$ cat src/rtl/core/sos_pkg.sv
`timescale 1ns / 1ps

package sos_pkg;

   localparam int DIST_W  = 16;
   localparam int INDEX_W = 8;
   localparam int SPAN_W  = 8;
   localparam int CSR_IDX_W  = 2;
   localparam int CSR_DATA_W = 16;

   localparam int BINS_DEFAULT = 180;

   typedef enum logic [CSR_IDX_W-1:0] {
      CSR_NEAR_LIMIT = 2'd0,
      CSR_JUMP_LIMIT = 2'd1,
      CSR_MIN_SPAN   = 2'd2
   } csr_index_type;

   localparam logic [DIST_W-1:0] NEAR_LIMIT_RESET = 16'd5000;
   localparam logic [DIST_W-1:0] JUMP_LIMIT_RESET = 16'd150;
   localparam logic [SPAN_W-1:0] MIN_SPAN_RESET   = 8'd3;

   typedef struct packed {
      logic [DIST_W-1:0] near_limit_mm;
      logic [DIST_W-1:0] jump_limit_mm;
      logic [SPAN_W-1:0] min_span;
   } cfg_type;

   typedef struct packed {
      logic [INDEX_W-1:0] bin_index;
      logic [DIST_W-1:0]  previous_distance;
      logic [INDEX_W-1:0] run_start;
      logic               in_run;
   } scan_state_type;

   typedef struct packed {
      logic               valid;
      logic [INDEX_W-1:0] span_start;
      logic [INDEX_W-1:0] span_end;
   } span_type;

   // A run is reported when it is ordered and long enough.
   function automatic logic span_long_enough(input logic [INDEX_W-1:0] first,
                                             input logic [INDEX_W-1:0] last,
                                             input logic [SPAN_W-1:0]  min_span);
      logic [INDEX_W-1:0] len;
      len = last - first;
      return (last >= first) && (len >= min_span);
   endfunction

endpackage

$ cat src/rtl/core/scan_obstacle_span_segmenter.sv
`timescale 1ns / 1ps

// Obstacle span segmenter: takes one range reading per angular bin, in scan
// order, counting bins 0..BINS-1 itself, and reports each run of near bins
// (no neighbor jump at or above the jump limit) whose end minus start reaches
// the minimum span. One bin is taken every cycle; the compare and subtract on
// a bin and the state update finish in that cycle, and a span appears in the
// output register in the cycle after the bin that closes it. The input stalls
// only while a span waits in the output register and rsp_ready is low.
// Registers: 0 near limit, 1 jump limit, 2 minimum span; write while idle.

module scan_obstacle_span_segmenter
   import sos_pkg::*;
#(
   parameter int BINS = BINS_DEFAULT
)
(
   input  logic                  clock,
   input  logic                  reset,
   input  logic                  req_valid,
   output logic                  req_ready,
   input  logic [DIST_W-1:0]     req_distance_mm,
   output logic                  rsp_valid,
   input  logic                  rsp_ready,
   output logic [INDEX_W-1:0]    rsp_span_start,
   output logic [INDEX_W-1:0]    rsp_span_end,
   input  logic                  csr_wr_en,
   input  logic [CSR_IDX_W-1:0]  csr_index,
   input  logic [CSR_DATA_W-1:0] csr_wr_data
);

   cfg_type        cfg;
   scan_state_type state_ff;
   scan_state_type state_in;
   span_type       span;
   logic           req_xfer;

   logic               rsp_valid_ff;
   logic [INDEX_W-1:0] span_start_ff;
   logic [INDEX_W-1:0] span_end_ff;

   sos_csr u_csr (
      .clock    (clock),
      .reset    (reset),
      .wr_en    (csr_wr_en),
      .wr_index (csr_index),
      .wr_data  (csr_wr_data),
      .cfg      (cfg)
   );

   sos_step #(.BINS(BINS)) u_step (
      .distance_mm (req_distance_mm),
      .cfg         (cfg),
      .state       (state_ff),
      .state_in    (state_in),
      .span        (span)
   );

   assign req_ready = !rsp_valid_ff || rsp_ready;
   assign req_xfer  = req_valid && req_ready;

   always_ff @(posedge clock) begin
      if (reset) begin
         state_ff     <= '0;
         rsp_valid_ff <= 1'b0;
      end else begin
         if (req_xfer) begin
            state_ff <= state_in;
         end
         if (req_xfer && span.valid) begin
            rsp_valid_ff <= 1'b1;
         end else if (rsp_ready) begin
            rsp_valid_ff <= 1'b0;
         end
      end
   end

   always_ff @(posedge clock) begin
      if (req_xfer && span.valid) begin
         span_start_ff <= span.span_start;
         span_end_ff   <= span.span_end;
      end
   end

   assign rsp_valid      = rsp_valid_ff;
   assign rsp_span_start = span_start_ff;
   assign rsp_span_end   = span_end_ff;

endmodule

$ cat src/rtl/core/sos_csr.sv
`timescale 1ns / 1ps

module sos_csr
   import sos_pkg::*;
(
   input  logic                  clock,
   input  logic                  reset,
   input  logic                  wr_en,
   input  logic [CSR_IDX_W-1:0]  wr_index,
   input  logic [CSR_DATA_W-1:0] wr_data,
   output cfg_type               cfg
);

   cfg_type cfg_ff;

   always_ff @(posedge clock) begin
      if (reset) begin
         cfg_ff.near_limit_mm <= NEAR_LIMIT_RESET;
         cfg_ff.jump_limit_mm <= JUMP_LIMIT_RESET;
         cfg_ff.min_span      <= MIN_SPAN_RESET;
      end else if (wr_en) begin
         case (csr_index_type'(wr_index))
            CSR_NEAR_LIMIT: cfg_ff.near_limit_mm <= wr_data;
            CSR_JUMP_LIMIT: cfg_ff.jump_limit_mm <= wr_data;
            CSR_MIN_SPAN:   cfg_ff.min_span      <= wr_data[SPAN_W-1:0];
            default: ;
         endcase
      end
   end

   assign cfg = cfg_ff;

endmodule

$ cat src/rtl/core/sos_step.sv
`timescale 1ns / 1ps

module sos_step
   import sos_pkg::*;
#(
   parameter int BINS = BINS_DEFAULT
)
(
   input  logic [DIST_W-1:0] distance_mm,
   input  cfg_type           cfg,
   input  scan_state_type    state,
   output scan_state_type    state_in,
   output span_type          span
);

   localparam logic [INDEX_W-1:0] LAST_BIN = INDEX_W'(BINS - 1);

   logic               near;
   logic               last;
   logic [DIST_W-1:0]  diff;
   logic               cont;
   logic               brk;
   logic               open_after;
   logic [INDEX_W-1:0] start_after;
   logic [INDEX_W-1:0] prev_bin;

   always_comb begin
      near     = distance_mm < cfg.near_limit_mm;
      last     = state.bin_index >= LAST_BIN;
      diff     = (distance_mm >= state.previous_distance)
                 ? distance_mm - state.previous_distance
                 : state.previous_distance - distance_mm;
      cont     = near && (diff < cfg.jump_limit_mm);
      brk      = state.in_run && !cont;
      prev_bin = state.bin_index - INDEX_W'(1);

      open_after  = state.in_run ? cont : near;
      start_after = (!state.in_run && near) ? state.bin_index : state.run_start;

      span.valid      = 1'b0;
      span.span_start = start_after;
      span.span_end   = prev_bin;
      if (brk) begin
         span.valid = span_long_enough(state.run_start, prev_bin, cfg.min_span);
      end
      // flush of a run still open at the end of the scan
      if (last && open_after) begin
         span.span_end = state.bin_index;
         span.valid    = span_long_enough(start_after, state.bin_index, cfg.min_span);
      end

      state_in.bin_index         = last ? '0 : state.bin_index + INDEX_W'(1);
      state_in.previous_distance = distance_mm;
      state_in.run_start         = start_after;
      state_in.in_run            = open_after && !last;
   end

endmodule

$ cat config.mk
export PLATFORM = sky130hd
export DESIGN_NAME = scan_obstacle_span_segmenter
export DESIGN_NICKNAME = d
export VERILOG_FILES = /design/src/rtl/core/sos_pkg.sv /design/src/rtl/core/scan_obstacle_span_segmenter.sv /design/src/rtl/core/sos_csr.sv /design/src/rtl/core/sos_step.sv
export SDC_FILE = /design/constraint.sdc
export NUM_CORES = 1
export LEC_CHECK = 0
export BUFFER_PORTS_ARGS = -buffer_cell sky130_fd_sc_hd__buf_2
export CELL_PAD_IN_SITES_DETAIL_PLACEMENT = 0
export CELL_PAD_IN_SITES_GLOBAL_PLACEMENT = 1
export CORE_MARGIN = 2
export CORE_UTILIZATION = 43
export CTS_BUF_LIST = sky130_fd_sc_hd__clkbuf_4
export CTS_CLUSTER_SIZE = 24
export DETAILED_ROUTE_END_ITERATION = 12
export GPL_TIMING_DRIVEN = 0
export MAX_ROUTING_LAYER = met4
export PLACE_DENSITY_LB_ADDON = 0.1
export RECOVER_POWER = 50
export SLEW_MARGIN = 25
export SYNTH_ARGS = -nofsm -noshare
export SYNTH_HDL_FRONTEND = slang
export SYNTH_SLANG_ARGS = --single-unit
$ cat constraint.sdc
create_clock -name clock -period 5.4 [get_ports clock]
set_input_delay 0.27 -clock clock [delete_from_list [all_inputs] [get_ports clock]]
set_output_delay 0.27 -clock clock [all_outputs]
set_load 0.05 [all_outputs]
==> flow_summary_export.csv <==
group,metric,value,unit
run_status,status,"completed",
place,dpl-instance-area,7385,um2
grt,grt_pass1_wl,29970,um
drt,vias,5953,
worst_setup_path,critPathArrivalTime,5350,ps
cts,clock_path_buffers,2,
worst_setup_path,crit_fanout,11,
drt,drc,0,
cts,h-tree-depth,3,
logic_synthesis,synth_top_cell_area_share,0.2167,
worst_setup_path,timing.rr.end,"rsp_span_start[6]",
logic_synthesis,synth_area_leaders,"dfxtp_1 22%, ha_1 17%, a21oi_1 7.2%",
sta,timing.final.ws_setup,224.8,ps
grt,grt_max_degree,17,
drt,postRouteWirelength,18910,um
cts,numCtsBuffers,9,
pwr,p_leak,3.327,nW
logic_synthesis,ys_async_sr_fraction,0,
min_path,hold_path_end,"u_csr.cfg[32]",
sta,fin_skew,16.02,ps
sta,period_needed,5175,ps
place,dp.final_hpwl,15240,um
grt,grt_pass1_vias,5936,
worst_setup_path,crit_slowest_cell,"or3_4",
grt,antenna_found_initial,1,
worst_setup_path,r2r.worst_path.cells,23,
sta,final-setup-viol-count,0,
sta,fmax,0.1932,GHz
cts,cts.sinks,90,
drt,firstDrtPassIters,5,
pwr,powerDensity,243.8,nW/um2
logic_synthesis,synth_seq_cells,90,
die,initial_core_util,0.4351,
drt,drt-initial-drc-count,200,
die,io_pins,57,
grt,gr-total-overflow,0,
worst_setup_path,worstPathRequired,5570,ps
worst_setup_path,reg2reg_from,"u_csr.cfg[38]",
drt,vias_per_cell,5.240,
cts,ctsHoldBuffers,0,
logic_synthesis,ys_seq_area_frac,0.2870,
finish,fill_cells,1535,
cts,clock_latency,430,ps
die,die_y,130.1,um
worst_setup_path,crit_type,"flop to flop",
sta,fin_crit_sh,0.9584,
logic_synthesis,yosysWarningCount,0,
drt,post_drt_wl_per_cell,16.64,um
place,io_buffers,55,
min_path,holdCritStartpoint,"csr_wr_data[8]",
place,gp_congestion,0.9371,
worst_setup_path,max_stage_delay,420,ps
sta,slew_violations,0,
finish,drive_gt1_frac,0.1012,
die,rows,46,
finish,nets,1051,
logic_synthesis,yosysTopAreaCell,"dfxtp_1",
worst_setup_path,startpoint_type,"flop",
logic_synthesis,synth-main-ff-cell,"dfxtp_1",
worst_setup_path,rrSetupSlack,220,ps
logic_synthesis,netlist_area,6837,um2
cts,clkTransAtPathRegs,140,ps
logic_synthesis,syn_nets,977,
min_path,whs_path_depth,2,
logic_synthesis,synthCells,840,
logic_synthesis,avgSynthCellArea,8.139,um2
logic_synthesis,yosysUniqueCellTypes,65,
drt,antenna_left,0,
cts,tritoncts,"yes",
die,coreArea,15710,um2
worst_setup_path,path_cells,"inv_1, ha_1, nand4_1, or3_4, a2111oi_4, or3_4, nand2_1, o21ai_2, ha_1, inv_1, fa_2, a21oi_4, o21ai_0, a211oi_1, nor3_1, ha_1, o2111ai_1, o21ai_1, nand3_1, a32oi_2, a21oi_2, nor2_4, clkbuf_16",
min_path,hp-class,"primary input to flop",
logic_synthesis,synth_edf_count,16,
die,die_x,130.1,um
finish,multi_input_area,4436,um2
sta,tightest_slew,900.8,ps
finish,final_design_area_no_fill,7677,um2
grt,grtUsageTotal,0.2371,
worst_setup_path,cpMostUsedCell,"ha_1",
finish,syn2layout_area_growth,12.30,%
sta,slew_headroom,0.3995,
finish,seq_area,1963,um2
pwr,ir_worst_vdd,0.1193,mV
die,dieArea,16920,um2
place,pre_cts_ws,-780.0,ps
run,max-cap-violations,0,
sta,finalHoldViolations,0,
worst_setup_path,worstSetupEndpointType,"flop",
cts,cts_root_buf,"clkbuf_4",
==> layer usage <==
layer | global-route usage | wire length [um]
met4 | 0.08855 | 530
met3 | 0.02788 | 597
met5 | - | 0
met2 | 0.4241 | 9636
met1 | 0.2723 | 8140
==> Yosys cell counts (3+ instances only) <==
library cell and n:
o21bai_1 11, o211ai_1 3, o21ai_0 18, a21o_1 17, a211oi_1 12, edfxtp_1 16
o21a_1 7, or3_1 7, nand2b_1 6, inv_1 101, dfxtp_1 74, a21oi_1 99
xnor2_1 22, ha_1 94, nor3_1 5, mux2i_1 24, nand4_1 9, o21ai_1 5
clkbuf_1 32, o221ai_1 3, nand2_1 110, nand3_1 12, a221oi_1 5, a211o_1 11
fa_1 4, a31oi_1 3, and2_1 3, xor2_1 20, and3_1 4, nor2_1 58
==> registers in the layout, indices dropped and copies added, names as in the netlist <==
signal,count
rsp_span_start,8
state_ff,33
rsp_span_end,8
rsp_valid,1
u_csr.cfg,40
==> worst max-delay path, delay by kind of cell, from the launching register on <==
| kind | cells | cell delay (ps) |
|---|---|---|
| adders and majority gates | 4 | 1140 |
| DFF | 1 | 350 |
| AOI/OAI and AO/OA | 9 | 1680 |
| buffers and inverters | 3 | 290 |
| and+or+nand+nor | 7 | 1420 |
==> through the flow <==
stage | TNS [ps] | util | hold WS [ps] | power, mW | std cells
after floorplan | 0 | - | 387.8 | 1.277 | 840
after global placement | -17860 | 0.4698 | 443.6 | 1.452 | 1111
after detailed placement | -12480 | 0.4700 | 446.7 | 1.468 | 1111
after CTS | 0 | 0.4828 | 34.69 | 1.861 | 1130
after global routing | -7.510 | 0.4886 | 40.33 | 2.011 | 1136
final | 0 | 0.4886 | 62.79 | 1.872 | 1136
==> cells in the final DEF, fill, tap and decap left out, types with 6 or more instances in the layout <==
master    count
edfxtp_1     16
clkbuf_4     13
a21o_1       17
clkbuf_1     53
inv_1       101
dfxtp_1      73
nand3_1      12
nand4_1       9
buf_2        36
o21ai_1       6
o21a_1        7
a211oi_1     12
nor2_1       57
nand2b_1      6
mux2i_1      22
xor2_1       20
nand2_1     110
xnor2_1      22
or3_1         6
buf_4         8
a211o_1      11
a21oi_1      94
o21bai_1     10
o21ai_0      16
ha_1         94
==> worst max-delay path by stage <==
stage                        endpoint           startpoint  cells past startpoint
floorplan             rsp_span_end[0]        u_csr.cfg[39]                     23
global placement    rsp_span_start[1]  req_distance_mm[15]                     23
detailed placement  rsp_span_start[1]  req_distance_mm[15]                     23
CTS                 rsp_span_start[0]        u_csr.cfg[39]                     24
global route        rsp_span_start[6]        u_csr.cfg[38]                     23
finish              rsp_span_start[6]        u_csr.cfg[38]                     23
==> power breakdown <==
| part | internal [mW] | total (mW) | leakage, nW | switching [mW] |
|---|---|---|---|---|
| clock | 0.155 | 0.383 | 0.0811 | 0.228 |
| sequential | 0.714 | 0.734 | 0.752 | 0.0202 |
| combinational | 0.318 | 0.754 | 2.49 | 0.436 |
==> logic make-up (layout without fill, tap and decap cells) <==
group	count (synthesis)	in the layout	synth area share
mux	27	27	0.04008
other cells	0	1	0
simple gates	233	233	0.1563
compound gates	212	212	0.2015
fa+ha+maj	98	98	0.1837
buf+inv	138	217	0.07760
xor+xnor	42	42	0.05381
flops	90	90	0.2870
==> final cells by class <==
class,count,area share
Multi-Input combinational cell,612,0.5777
Sequential cell,90,0.2557
Inverter,101,0.04938
Timing Repair Buffer,64,0.04547
Tap cell,216,0.03520
Buffer,36,0.01858
Clock buffer,12,0.01173
Clock inverter,4,0.005867
Antenna cell,1,0.0003259
==> what timing repair did <==
| item | in CTS | in global routing |
|---|---|---|
| cloned | 0 | 1 |
| pin swaps | 3 | 8 |
| endpoints found under the setup margin | 16 | 24 |
| resized for setup | 8 | 15 |
| setup buffers | 3 | 5 |
Power figures use the tool's default switching activity.
